--- src/rtl/cimf_pkg.sv ---
// Shared constants, codes and types for the CAN identifier mask filter table.
package cimf_pkg;

    localparam int FILTER_ENTRIES = 16;
    localparam int IDX_W          = $clog2(FILTER_ENTRIES + 1);
    localparam int ID_W           = 29;
    localparam int HND_W          = 8;
    localparam int CTX_W          = 16;
    localparam int KIND_W         = 2;
    localparam int STATUS_W       = 2;
    localparam int OUT_IDX_W      = 5;

    localparam logic [IDX_W-1:0] IDX_NONE    = IDX_W'(FILTER_ENTRIES);
    localparam logic [ID_W-1:0]  STD_ID_MAX  = ID_W'(29'h7FF);
    localparam logic [ID_W-1:0]  ID_ALL_ONES = {ID_W{1'b1}};

    localparam logic [KIND_W-1:0] KIND_REG_STD = 2'd0;
    localparam logic [KIND_W-1:0] KIND_REG_EXT = 2'd1;
    localparam logic [KIND_W-1:0] KIND_RX      = 2'd2;

    localparam logic [STATUS_W-1:0] ST_OK      = 2'd0;
    localparam logic [STATUS_W-1:0] ST_INVALID = 2'd1;
    localparam logic [STATUS_W-1:0] ST_FULL    = 2'd2;

    // Search word that walks down the row of filter cells.
    typedef struct packed {
        logic             valid;
        logic [ID_W-1:0]  frame_id;
        logic             match_found;
        logic [IDX_W-1:0] match_idx;
        logic             empty_found;
        logic [IDX_W-1:0] empty_idx;
        logic             hset;
        logic             is_ext;
        logic [HND_W-1:0] handler;
        logic [CTX_W-1:0] context_tag;
    } t_scan;

    // Write broadcast to all cells; only the addressed cell takes it.
    typedef struct packed {
        logic             en;
        logic             fill;
        logic [IDX_W-1:0] idx;
        logic [HND_W-1:0] handler;
        logic [ID_W-1:0]  ident;
        logic [ID_W-1:0]  mask;
        logic             is_ext;
        logic [CTX_W-1:0] context_tag;
    } t_wr;

endpackage

--- src/rtl/cimf_cell.sv ---
// One filter entry that checks the passing search word and forwards it.
module cimf_cell (
    input  logic                     i_clk,
    input  logic                     i_rst_n,
    input  logic [cimf_pkg::IDX_W-1:0] i_cell_idx,
    input  cimf_pkg::t_scan          i_pkt,
    input  cimf_pkg::t_wr            i_wr,
    output cimf_pkg::t_scan          o_pkt
);
    import cimf_pkg::*;

    logic [ID_W-1:0]  r_ident;
    logic [ID_W-1:0]  r_mask;
    logic             r_is_ext;
    logic [HND_W-1:0] r_handler;
    logic             r_hset;
    logic [CTX_W-1:0] r_context;
    t_scan            r_pkt;
    t_scan            n_pkt;
    logic             w_hit;
    logic             w_empty;

    assign w_hit   = ((r_ident ^ i_pkt.frame_id) & r_mask) == '0;
    assign w_empty = r_ident == '0;

    always_comb begin
        n_pkt = i_pkt;
        if (i_pkt.valid && !i_pkt.match_found && w_hit) begin
            n_pkt.match_found = 1'b1;
            n_pkt.match_idx   = i_cell_idx;
            n_pkt.hset        = r_hset;
            n_pkt.is_ext      = r_is_ext;
            n_pkt.handler     = r_handler;
            n_pkt.context_tag = r_context;
        end
        if (i_pkt.valid && !i_pkt.empty_found && w_empty) begin
            n_pkt.empty_found = 1'b1;
            n_pkt.empty_idx   = i_cell_idx;
        end
    end

    always_ff @(posedge i_clk) begin
        if (!i_rst_n) begin
            r_pkt <= '0;
        end else begin
            r_pkt <= n_pkt;
        end
    end

    always_ff @(posedge i_clk) begin
        if (!i_rst_n) begin
            r_ident   <= '0;
            r_mask    <= ID_ALL_ONES;
            r_is_ext  <= 1'b0;
            r_handler <= '0;
            r_hset    <= 1'b0;
            r_context <= '0;
        end else if (i_wr.en && i_wr.idx == i_cell_idx) begin
            r_handler <= i_wr.handler;
            r_hset    <= 1'b1;
            if (i_wr.fill) begin
                r_ident   <= i_wr.ident;
                r_mask    <= i_wr.mask;
                r_is_ext  <= i_wr.is_ext;
                r_context <= i_wr.context_tag;
            end
        end
    end

    assign o_pkt = r_pkt;

endmodule

--- src/rtl/can_id_mask_filter_table_top.sv ---
// An accepted word is registered at the head of the row of filter cells, walks the row
// through one register per cell, is captured into the pending register and commits to
// the output registers once the output is free. The result waits in the pending register
// while the output stalls; the next word is taken only after it commits.
// Reset (synchronous, active low) clears all identifiers, sets all masks to all ones
// and clears every handler-set mark; it needs no sweep and the block is ready at once.
module can_id_mask_filter_table_top (
    input  logic                            i_clk,
    input  logic                            i_rst_n,
    input  logic                            i_in_valid,
    output logic                            o_in_stall,
    input  logic [cimf_pkg::KIND_W-1:0]     i_kind,
    input  logic [cimf_pkg::ID_W-1:0]       i_frame_id,
    input  logic [cimf_pkg::ID_W-1:0]       i_id_mask,
    input  logic                            i_extended_flag,
    input  logic [cimf_pkg::HND_W-1:0]      i_handler_tag,
    input  logic [cimf_pkg::CTX_W-1:0]      i_context_tag,
    output logic                            o_out_valid,
    input  logic                            i_out_stall,
    output logic [cimf_pkg::STATUS_W-1:0]   o_status,
    output logic                            o_dispatch,
    output logic [cimf_pkg::OUT_IDX_W-1:0]  o_entry_index,
    output logic [cimf_pkg::HND_W-1:0]      o_out_handler,
    output logic [cimf_pkg::CTX_W-1:0]      o_out_context
);
    import cimf_pkg::*;

    typedef enum logic [2:0] {
        S_IDLE = 3'b001,
        S_SCAN = 3'b010,
        S_HOLD = 3'b100
    } t_state;

    t_state            r_state;
    t_state            n_state;
    t_scan             r_head;
    t_scan             n_head;
    t_scan             r_pend;
    t_scan             n_pend;
    logic [KIND_W-1:0] r_kind;
    logic [ID_W-1:0]   r_mask_in;
    logic              r_ext;
    logic [HND_W-1:0]  r_hnd;
    logic [CTX_W-1:0]  r_ctx;

    logic                r_out_valid;
    logic                n_out_valid;
    logic [STATUS_W-1:0] r_status;
    logic [STATUS_W-1:0] n_status;
    logic                r_dispatch;
    logic                n_dispatch;
    logic [IDX_W-1:0]    r_index;
    logic [IDX_W-1:0]    n_index;
    logic [HND_W-1:0]    r_out_hnd;
    logic [HND_W-1:0]    n_out_hnd;
    logic [CTX_W-1:0]    r_out_ctx;
    logic [CTX_W-1:0]    n_out_ctx;

    t_scan w_link [FILTER_ENTRIES+1];
    t_wr   w_wr;
    logic  w_accept;
    logic  w_out_free;
    logic  w_commit;

    assign w_accept   = i_in_valid && !o_in_stall;
    assign w_out_free = !r_out_valid || !i_out_stall;
    assign w_commit   = (r_state == S_HOLD) && w_out_free;

    assign w_link[0] = r_head;

    for (genvar g = 0; g < FILTER_ENTRIES; g++) begin : g_cell
        cimf_cell u_cell (
            .i_clk      (i_clk),
            .i_rst_n    (i_rst_n),
            .i_cell_idx (IDX_W'(g)),
            .i_pkt      (w_link[g]),
            .i_wr       (w_wr),
            .o_pkt      (w_link[g+1])
        );
    end

    always_comb begin
        n_state = r_state;
        n_pend  = r_pend;
        n_head  = r_head;
        n_head.valid = 1'b0;
        case (r_state)
            S_IDLE: begin
                if (w_accept) begin
                    n_state            = S_SCAN;
                    n_head.valid       = 1'b1;
                    n_head.frame_id    = i_frame_id;
                    n_head.match_found = 1'b0;
                    n_head.match_idx   = IDX_NONE;
                    n_head.empty_found = 1'b0;
                    n_head.empty_idx   = IDX_NONE;
                    n_head.hset        = 1'b0;
                    n_head.is_ext      = 1'b0;
                    n_head.handler     = '0;
                    n_head.context_tag = '0;
                end
            end
            S_SCAN: begin
                if (w_link[FILTER_ENTRIES].valid) begin
                    n_pend  = w_link[FILTER_ENTRIES];
                    n_state = S_HOLD;
                end
            end
            S_HOLD: begin
                if (w_out_free) begin
                    n_state = S_IDLE;
                end
            end
            default: begin
                n_state = S_IDLE;
            end
        endcase
    end

    always_comb begin
        n_status   = ST_OK;
        n_dispatch = 1'b0;
        n_index    = IDX_NONE;
        n_out_hnd  = '0;
        n_out_ctx  = '0;
        w_wr.en          = 1'b0;
        w_wr.fill        = 1'b0;
        w_wr.idx         = IDX_NONE;
        w_wr.handler     = r_hnd;
        w_wr.ident       = r_pend.frame_id;
        w_wr.mask        = (r_kind == KIND_REG_STD) ? STD_ID_MAX : r_mask_in;
        w_wr.is_ext      = (r_kind == KIND_REG_EXT);
        w_wr.context_tag = r_ctx;
        case (r_kind)
            KIND_REG_STD, KIND_REG_EXT: begin
                if (r_kind == KIND_REG_STD && r_pend.frame_id > STD_ID_MAX) begin
                    n_status = ST_INVALID;
                end else if (r_pend.match_found) begin
                    w_wr.en  = w_commit;
                    w_wr.idx = r_pend.match_idx;
                    n_index  = r_pend.match_idx;
                end else if (r_pend.empty_found) begin
                    w_wr.en   = w_commit;
                    w_wr.fill = 1'b1;
                    w_wr.idx  = r_pend.empty_idx;
                    n_index   = r_pend.empty_idx;
                end else begin
                    n_status = ST_FULL;
                end
            end
            KIND_RX: begin
                if (r_pend.match_found) begin
                    n_index = r_pend.match_idx;
                    if (r_pend.hset && r_pend.is_ext == r_ext) begin
                        n_dispatch = 1'b1;
                        n_out_hnd  = r_pend.handler;
                        n_out_ctx  = r_pend.context_tag;
                    end
                end
            end
            default: begin
                n_status = ST_INVALID;
            end
        endcase
        if (w_commit) begin
            n_out_valid = 1'b1;
        end else if (!i_out_stall) begin
            n_out_valid = 1'b0;
        end else begin
            n_out_valid = r_out_valid;
        end
    end

    always_ff @(posedge i_clk) begin
        if (!i_rst_n) begin
            r_state     <= S_IDLE;
            r_out_valid <= 1'b0;
        end else begin
            r_state     <= n_state;
            r_out_valid <= n_out_valid;
        end
    end

    always_ff @(posedge i_clk) begin
        r_pend <= n_pend;
        if (!i_rst_n) begin
            r_head <= '0;
        end else begin
            r_head <= n_head;
        end
    end

    always_ff @(posedge i_clk) begin
        if (w_accept) begin
            r_kind    <= i_kind;
            r_mask_in <= i_id_mask;
            r_ext     <= i_extended_flag;
            r_hnd     <= i_handler_tag;
            r_ctx     <= i_context_tag;
        end
        if (w_commit) begin
            r_status   <= n_status;
            r_dispatch <= n_dispatch;
            r_index    <= n_index;
            r_out_hnd  <= n_out_hnd;
            r_out_ctx  <= n_out_ctx;
        end
    end

    assign o_in_stall    = r_state != S_IDLE;
    assign o_out_valid   = r_out_valid;
    assign o_status      = r_status;
    assign o_dispatch    = r_dispatch;
    assign o_entry_index = OUT_IDX_W'(r_index);
    assign o_out_handler = r_out_hnd;
    assign o_out_context = r_out_ctx;

endmodule
--- config.mk ---
export PLATFORM = sky130hd
export DESIGN_NAME = can_id_mask_filter_table_top
export DESIGN_NICKNAME = d
export VERILOG_FILES = /design/src/rtl/cimf_pkg.sv /design/src/rtl/cimf_cell.sv /design/src/rtl/can_id_mask_filter_table_top.sv
export SDC_FILE = /design/constraint.sdc
export NUM_CORES = 2
export LEC_CHECK = 0
export BUFFER_PORTS_ARGS = -buffer_cell sky130_fd_sc_hd__buf_2
export CAP_MARGIN = 40
export CELL_PAD_IN_SITES_DETAIL_PLACEMENT = 1
export CELL_PAD_IN_SITES_GLOBAL_PLACEMENT = 2
export CORE_AREA = 2 2 619 467
export CTS_BUF_LIST = sky130_fd_sc_hd__clkbuf_4
export DETAILED_ROUTE_END_ITERATION = 7
export DIE_AREA = 0 0 621 469
export GPL_ROUTABILITY_DRIVEN = 0
export PLACE_DENSITY_LB_ADDON = 0.1
export SLEW_MARGIN = 30
export SYNTH_ARGS = -nofsm -noshare
export SYNTH_HDL_FRONTEND = slang
export SYNTH_SLANG_ARGS = --single-unit
export TNS_END_PERCENT = 100
--- constraint.sdc ---
create_clock -name i_clk -period 9.8 [get_ports i_clk]
set_input_delay 0.49 -clock i_clk [delete_from_list [all_inputs] [get_ports i_clk]]
set_output_delay 0.49 -clock i_clk [all_outputs]
set_load 0.02 [all_outputs]
## Word level (Yosys, flattened, before mapping)

Index checks and enable logic that the tools add are counted.
W data, S select, Z words.

| cells by class | value |
|---|---|
| add/subtract/negate cells | 0 |
| $mul | 0 |
| div/mod/pow operators | 0 |
| $lt $le $gt $ge | 1 |
| equality and inequality tests | 26 |
| shift operators | 0 |
| mux-type cells | 71 |
| bitwise operators | 33 |
| reductions and logical operators | 206 |

Operator list:

| operator | count |
|---|---|
| $logic_not A29 Y1 | 32 |
| $and A29 B29 Y29 | 16 |
| $xor A29 B29 Y29 | 16 |
| $mux W26 | 15 |
| $mux W6 | 32 |
| $logic_and A1 B1 Y1 | 82 |
| $mux W68 | 1 |
| $reduce_or A2 Y1 | 33 |
| $reduce_and A2 Y1 | 21 |
| $eq A5 B4 Y1 const B | 8 |
| $logic_not A1 Y1 | 33 |
| $gt A29 B11 Y1 const B | 1 |
| $mux W29 | 1 |
| $mux W5 | 5 |
| $mux W7 | 3 |
| $eq A5 B3 Y1 const B | 4 |
| $eq A5 B2 Y1 const B | 2 |
| $pmux W5 S2 | 1 |
| $mux W3 | 3 |
| $pmux W3 S3 | 1 |
| $mux W2 | 3 |
| $reduce_and A3 Y1 | 2 |
| $eq A5 B1 Y1 const B | 1 |
| $logic_not A5 Y1 | 1 |
| 14 further kinds | 20 |

| word-level totals | value |
|---|---|
| register bits after elaboration | 2592 |
| latch bits | 0 |
| RAM bits | 0 |
| bits in read-only memories | 0 |
| output and inout bits | 34 |
| memories kept | 0 |

## Depth between registers and ports, before layout

| depth | value |
|---|---|
| depth in word-level cells | 10 |
| gate-level depth with buffers | 10 |

## By module

A second synthesis with hierarchy kept.

| second synthesis, totals | value |
|---|---|
| cell total of the unflattened synthesis | 9334 |
| area, all modules | 101288.4 µm² |

Modules (own cells, without submodules):

| module | times used | cells an instance | area an instance (µm²) | sequential area each (µm²) |
|---|---|---|---|---|
| cimf_cell | 16 | 556 | 5904.4 | 3042.9 |
| can_id_mask_filter_table_top | 1 | 438 | 6817.8 | 5355.1 |

## Least setup slack after synthesis

No wires, ideal clock.

| timing | value |
|---|---|
| path type | flip-flop to flip-flop |
| start | register r_state[0] |
| end | register r_pend[0] (netlist name), enable pin |
| library setup time | 588 ps |
| arrival | 5416 ps |
| setup slack | 3796 ps |
| cell stages (with the launch flop) | 3 |
| path buffers | 0 |
| period minus slack after synthesis | 6004 ps |
| path through | dfxtp_1 nand2b_1 nor3b_1 |

| on the way | value |
|---|---|
| longest elaborated chain between the ends | 2 |

Ends and longest elaborated chain:

| what | line | RTL |
|---|---|---|
| start: declaration | can_id_mask_filter_table_top.sv:34 | `t_state r_state;` |
| start signal: assignment | can_id_mask_filter_table_top.sv:179 | `r_state <= n_state;` |
| $eq A3 B2 Y1 | can_id_mask_filter_table_top.sv:87 | `case (r_state)` |
| $reduce_and A2 Y1 (no source line) | -- |  |
| end signal: assignment | can_id_mask_filter_table_top.sv:185 | `r_pend <= n_pend;` |
| end: declaration | can_id_mask_filter_table_top.sv:38 | `t_scan r_pend;` |

Every way passes these cells.
A chain may end at the register's enable or synchronous reset.

## Final worst setup path

| timing | value |
|---|---|
| start | register r_pend[37] (netlist name) |
| end | register g_cell[3].u_cell.r_mask[8] |

| on the way | value |
|---|---|
| longest elaborated chain between the ends | 6 |
| elaborated cells on any way between the ends | 8 |
| classes of those cells | eq/ne: 1; mux: 5; reduce/logical: 2 |

Ends and longest elaborated chain:

| what | line | RTL |
|---|---|---|
| $mux W5 | can_id_mask_filter_table_top.sv:138 | `end else if (r_pend.match_found) begin` |
| $mux W7 * | can_id_mask_filter_table_top.sv:136 | `if (r_kind == KIND_REG_STD && r_pend.frame_id > STD_ID_MAX) begin` |
| $mux W7 * | can_id_mask_filter_table_top.sv:134 | `case (r_kind)` |
| $eq A5 B2 Y1 | cimf_cell.sv:58 | `end else if (i_wr.en && i_wr.idx == i_cell_idx) begin` |
| $logic_and A1 B1 Y1 | cimf_cell.sv:58 |  |
| $reduce_and A2 Y1 (no source line) * | -- |  |
| end signal: assignment | cimf_cell.sv:63 | `r_mask <= i_wr.mask;` |
| end: declaration | cimf_cell.sv:13 | `logic [ID_W-1:0] r_mask;` |

Every way passes the cells marked *; elsewhere a longest branch is shown, timed or not.

==> impl_summary.md <==
Route
The number of remaining DRC errors is 0. The count of antenna-violating nets left after detailed routing is 0. After the first detailed-routing iteration, the DRC count stood at 4577. The routed design uses 143000 µm of met2 wire. The routed length on met1 is 174000 µm. The detail-routed net length per standard cell is 25.0 µm. After detailed routing, the total wire length is 342000 µm. In the routed layout, each cell is associated on average with a via count of 4.84. Wire segments on met3 add up to 18600 µm in the final route. The detailed router placed 66066 vias in this run.

The top layer used by detailed routing is met5. The first TritonRoute pass finished after 5 iterations.

Status
The flow ran to the end, and the final reports show no timing, DRC or antenna violations.

Timing
The final critical delay including setup and external delays is 4340 ps. For the final database, setup skew stands at 117 ps. The number of hold violations in the final report is 0. Setup repair after global routing left no endpoint under its margin. For the final routed database, the setup TNS stands at 0 ps. The count of endpoints failing setup in the final report is 0. On the final layout, the worst hold slack is 196 ps.

The headroom to the max-slew limit is 0.289. For this run, the top clock speed supported by timing is 0.231 GHz. The measured slew at the worst slew-check pin is 1070 ps. The final critical-path share of the clock period is 0.443. The number of max-slew violations in the final report is 0.

Synthesis
The most frequently used flop master after synthesis is sky130_fd_sc_hd__dfxtp_1. The number of synthesized register bits is 2592. Yosys printed 0 warnings.

After synthesis, the cell types taking the most area are sky130_fd_sc_hd__dfxtp_1 52%, sky130_fd_sc_hd__mux2i_1 18%, sky130_fd_sc_hd__nand2_1 5.6%. The share of the Yosys chip area taken by registers is 0.571. The share of synthesized flip-flops with an asynchronous set or reset is 0. The cell count after synthesis came out at 8788. A synthesized cell averages 10.7 µm². The area share of the leading cell type in the synthesized netlist is 0.521. The post-synthesis cell type with the largest combined area is sky130_fd_sc_hd__dfxtp_1. In this run, synthesis inferred 155 flip-flops with an integrated enable. Summing every instance area after synthesis gives 0.0936 mm².

The net count after synthesis is 8877. The number of different library cells used by synthesis comes to 52.

Critical path
For the worst setup path, the data required time is 10900 ps. The critical path goes through nand3b_1, a2111oi_4, and3_1, nand4_1, buf_4, buf_16, mux2i_1. At the worst endpoint, the arrival time is 5440 ps.

STA classifies the critical path endpoint as a register. The cell with the largest stage delay on the worst path is sky130_fd_sc_hd__and3_1. STA classifies the critical path startpoint as a register. On the worst path, the slowest cell contributes a delay of 730 ps. Of all nets on the critical path, the largest fanout is 37. The type of the worst setup path is register to register.

Die
The floorplan die area is 0.291 mm². The count of boundary I/O pins is 123. The vertical die dimension is 469 µm. In this run the horizontal extent of the chip is 621 µm. The total number of placement rows is 170.

For this configuration, the core starts out at a cell density of 0.329. The core region is 0.285 mm².

Clock network
The number of setup buffers added after CTS is 0. The maximum level of the CTS H-tree is 6. For the worst-skew pair, the clock arrives at the later sink with an insertion delay of 1370 ps. The clock-pin slew of the registers on the worst-case setup and hold paths is 70 ps. In this run, CTS created clock tree buffers numbering 683.

The TritonCTS clock tree is built. The maximum clock path buffer count is 4. In this run the clock root is driven by a sky130_fd_sc_hd__clkbuf_4. The TritonCTS sink count is 2592.

Finish
At the end of the flow, the number of nets in the layout was 9453. Fill cells in the final layout number 31430. The fraction of final layout cells sized beyond drive strength 1 is 0.152. In the layout the commonest cells are 2437 x sky130_fd_sc_hd__dfxtp_1, 1649 x sky130_fd_sc_hd__mux2i_1, 1401 x sky130_fd_sc_hd__nand2_1, 1072 x sky130_fd_sc_hd__clkbuf_4, 576 x sky130_fd_sc_hd__nor2_1. The library cell used most frequently in the layout, excluding fill and tap cells, is sky130_fd_sc_hd__dfxtp_1.

The signed area change from the synthesized netlist to the final layout is 16.9%.

Placed design
The count of buffers from port buffering is 122. The HPWL after detailed placement is 217000 µm.

Global route
The global router's overall resource usage is 0.230. The first global-routing pass estimated 488000 µm of wire. The initial antenna violation count is 48.

The via count of the first global-routing pass is 68166. Entering global routing, the biggest net connects 182 pins. For this run the aggregate overflow at the end of global routing stands at 0.

Flow run
The number of max-cap violations is 0.

Power and ir drop
The total leakage power is 48.7 nW. Dividing total power by cell area gives a power density of 193 mW/mm². The maximum vdd ir drop is 0.100 mV.

Min path
The path class of the tightest hold or removal check is primary input to register.
==> Yosys cell counts, drive strengths merged, types with 3 or more instances <==
library cell  number
nor3              32
nor4             115
nor2b              3
nand3             77
xor2             464
nor2             588
and3               7
o21a              49
mux2i           1649
dfxtp           2437
nand3b             6
nand2b            19
inv               16
a22o               4
a22oi            224
or3b               3
a21o               3
nand4            111
nor3b             32
clkbuf           398
buf              197
edfxtp           155
nand2           1404
o31a              29
o21ai             46
a21oi            125
and2             558
nor4b             19
==> per-layer routing <==
metal	global-route usage	up-vias
li1	-	31065
met1	0.346	32834
met2	0.340	1731
met3	0.0365	428
met4	0.0535	8
met5	0	-
==> power breakdown <==
part           switching, W  total [W]  leakage (nW)  internal, W
clock               0.00456    0.00971          5.24      0.00515
sequential        0.0000482     0.0107          21.2       0.0107
combinational      0.000512   0.000669          22.3     0.000157
==> repair_timing <==
item | CTS | global route
gates resized for setup | 0 | 0
endpoints found under the setup margin | 0 | 0
endpoints found under the hold margin | 280 | 0
hold buffers | 173 | 0
==> final timing paths <==
path / startpoint / to / slack, ps / cells past startpoint
max: r_pend[37] / g_cell[3].u_cell.r_mask[8] / 5460 / 7
min: i_out_stall / o_out_valid / 200 / 4
max reg2reg: r_pend[37] / g_cell[3].u_cell.r_mask[8] / 5460 / 7
min reg2reg: g_cell[15].u_cell.o_pkt[37] / r_pend[37] / 360 / 0
==> metrics by stage <==
stage,utilization,cell area [µm²],total power [W],cells,setup slack (ps)
floorplan,-,93600,0.0112,8788,3800
global placement,0.344,98100,0.0116,12242,5560
detailed placement,0.346,98700,0.0116,12272,5620
CTS,0.383,109000,0.0214,13619,5490
global route,0.384,109000,0.0220,13640,5300
finish,0.384,109000,0.0211,13659,5460
==> final cells by class <==
class                      count  area (µm²)  area share
multi-input combinational   5585       38200       0.349
inverter                      16        70.1    0.000640
antenna                       22        55.1    0.000503
sequential                  2592       53400       0.488
timing repair buffer         486        4310      0.0394
tap                         3784        4730      0.0432
clock inverter               102         644     0.00589
clock buffer                1072        8050      0.0735
==> worst max-delay path: cells and delay by family (launching register included) <==
family                 cells  cell delay, ps
buffers and inverters      2             750
and+or+nand+nor            3            1870
AOI/OAI and AO/OA          1             550
DFF                        1             690
muxes                      1             150
==> state kept, by name, indices dropped and copies added (netlist names), 2 cells and up <==
signal and cells:
g_cell.u_cell.o_pkt 1058, g_cell.u_cell.r_mask 464, g_cell.u_cell.r_ident 464, o_out_context 16, g_cell.u_cell.r_is_ext 16, o_out_handler 8
r_pend 67, o_status 2, g_cell.u_cell.r_hset 16, g_cell.u_cell.r_handler 128, r_mask_in 29, o_entry_index 5
r_kind 2, r_state 3, g_cell.u_cell.r_context 256, r_ctx 16, r_head 31, r_hnd 8
==> cells by family after synthesis <==
family | after synthesis | share of synthesized area
buffers and inverters | 611 | 0.0281
and+or+nand+nor | 2982 | 0.146
muxes | 1649 | 0.176
AOI/OAI and AO/OA | 489 | 0.0354
DFF | 2592 | 0.571
xor gates and xnor gates | 465 | 0.0435
Power figures use the tool's default switching activity.
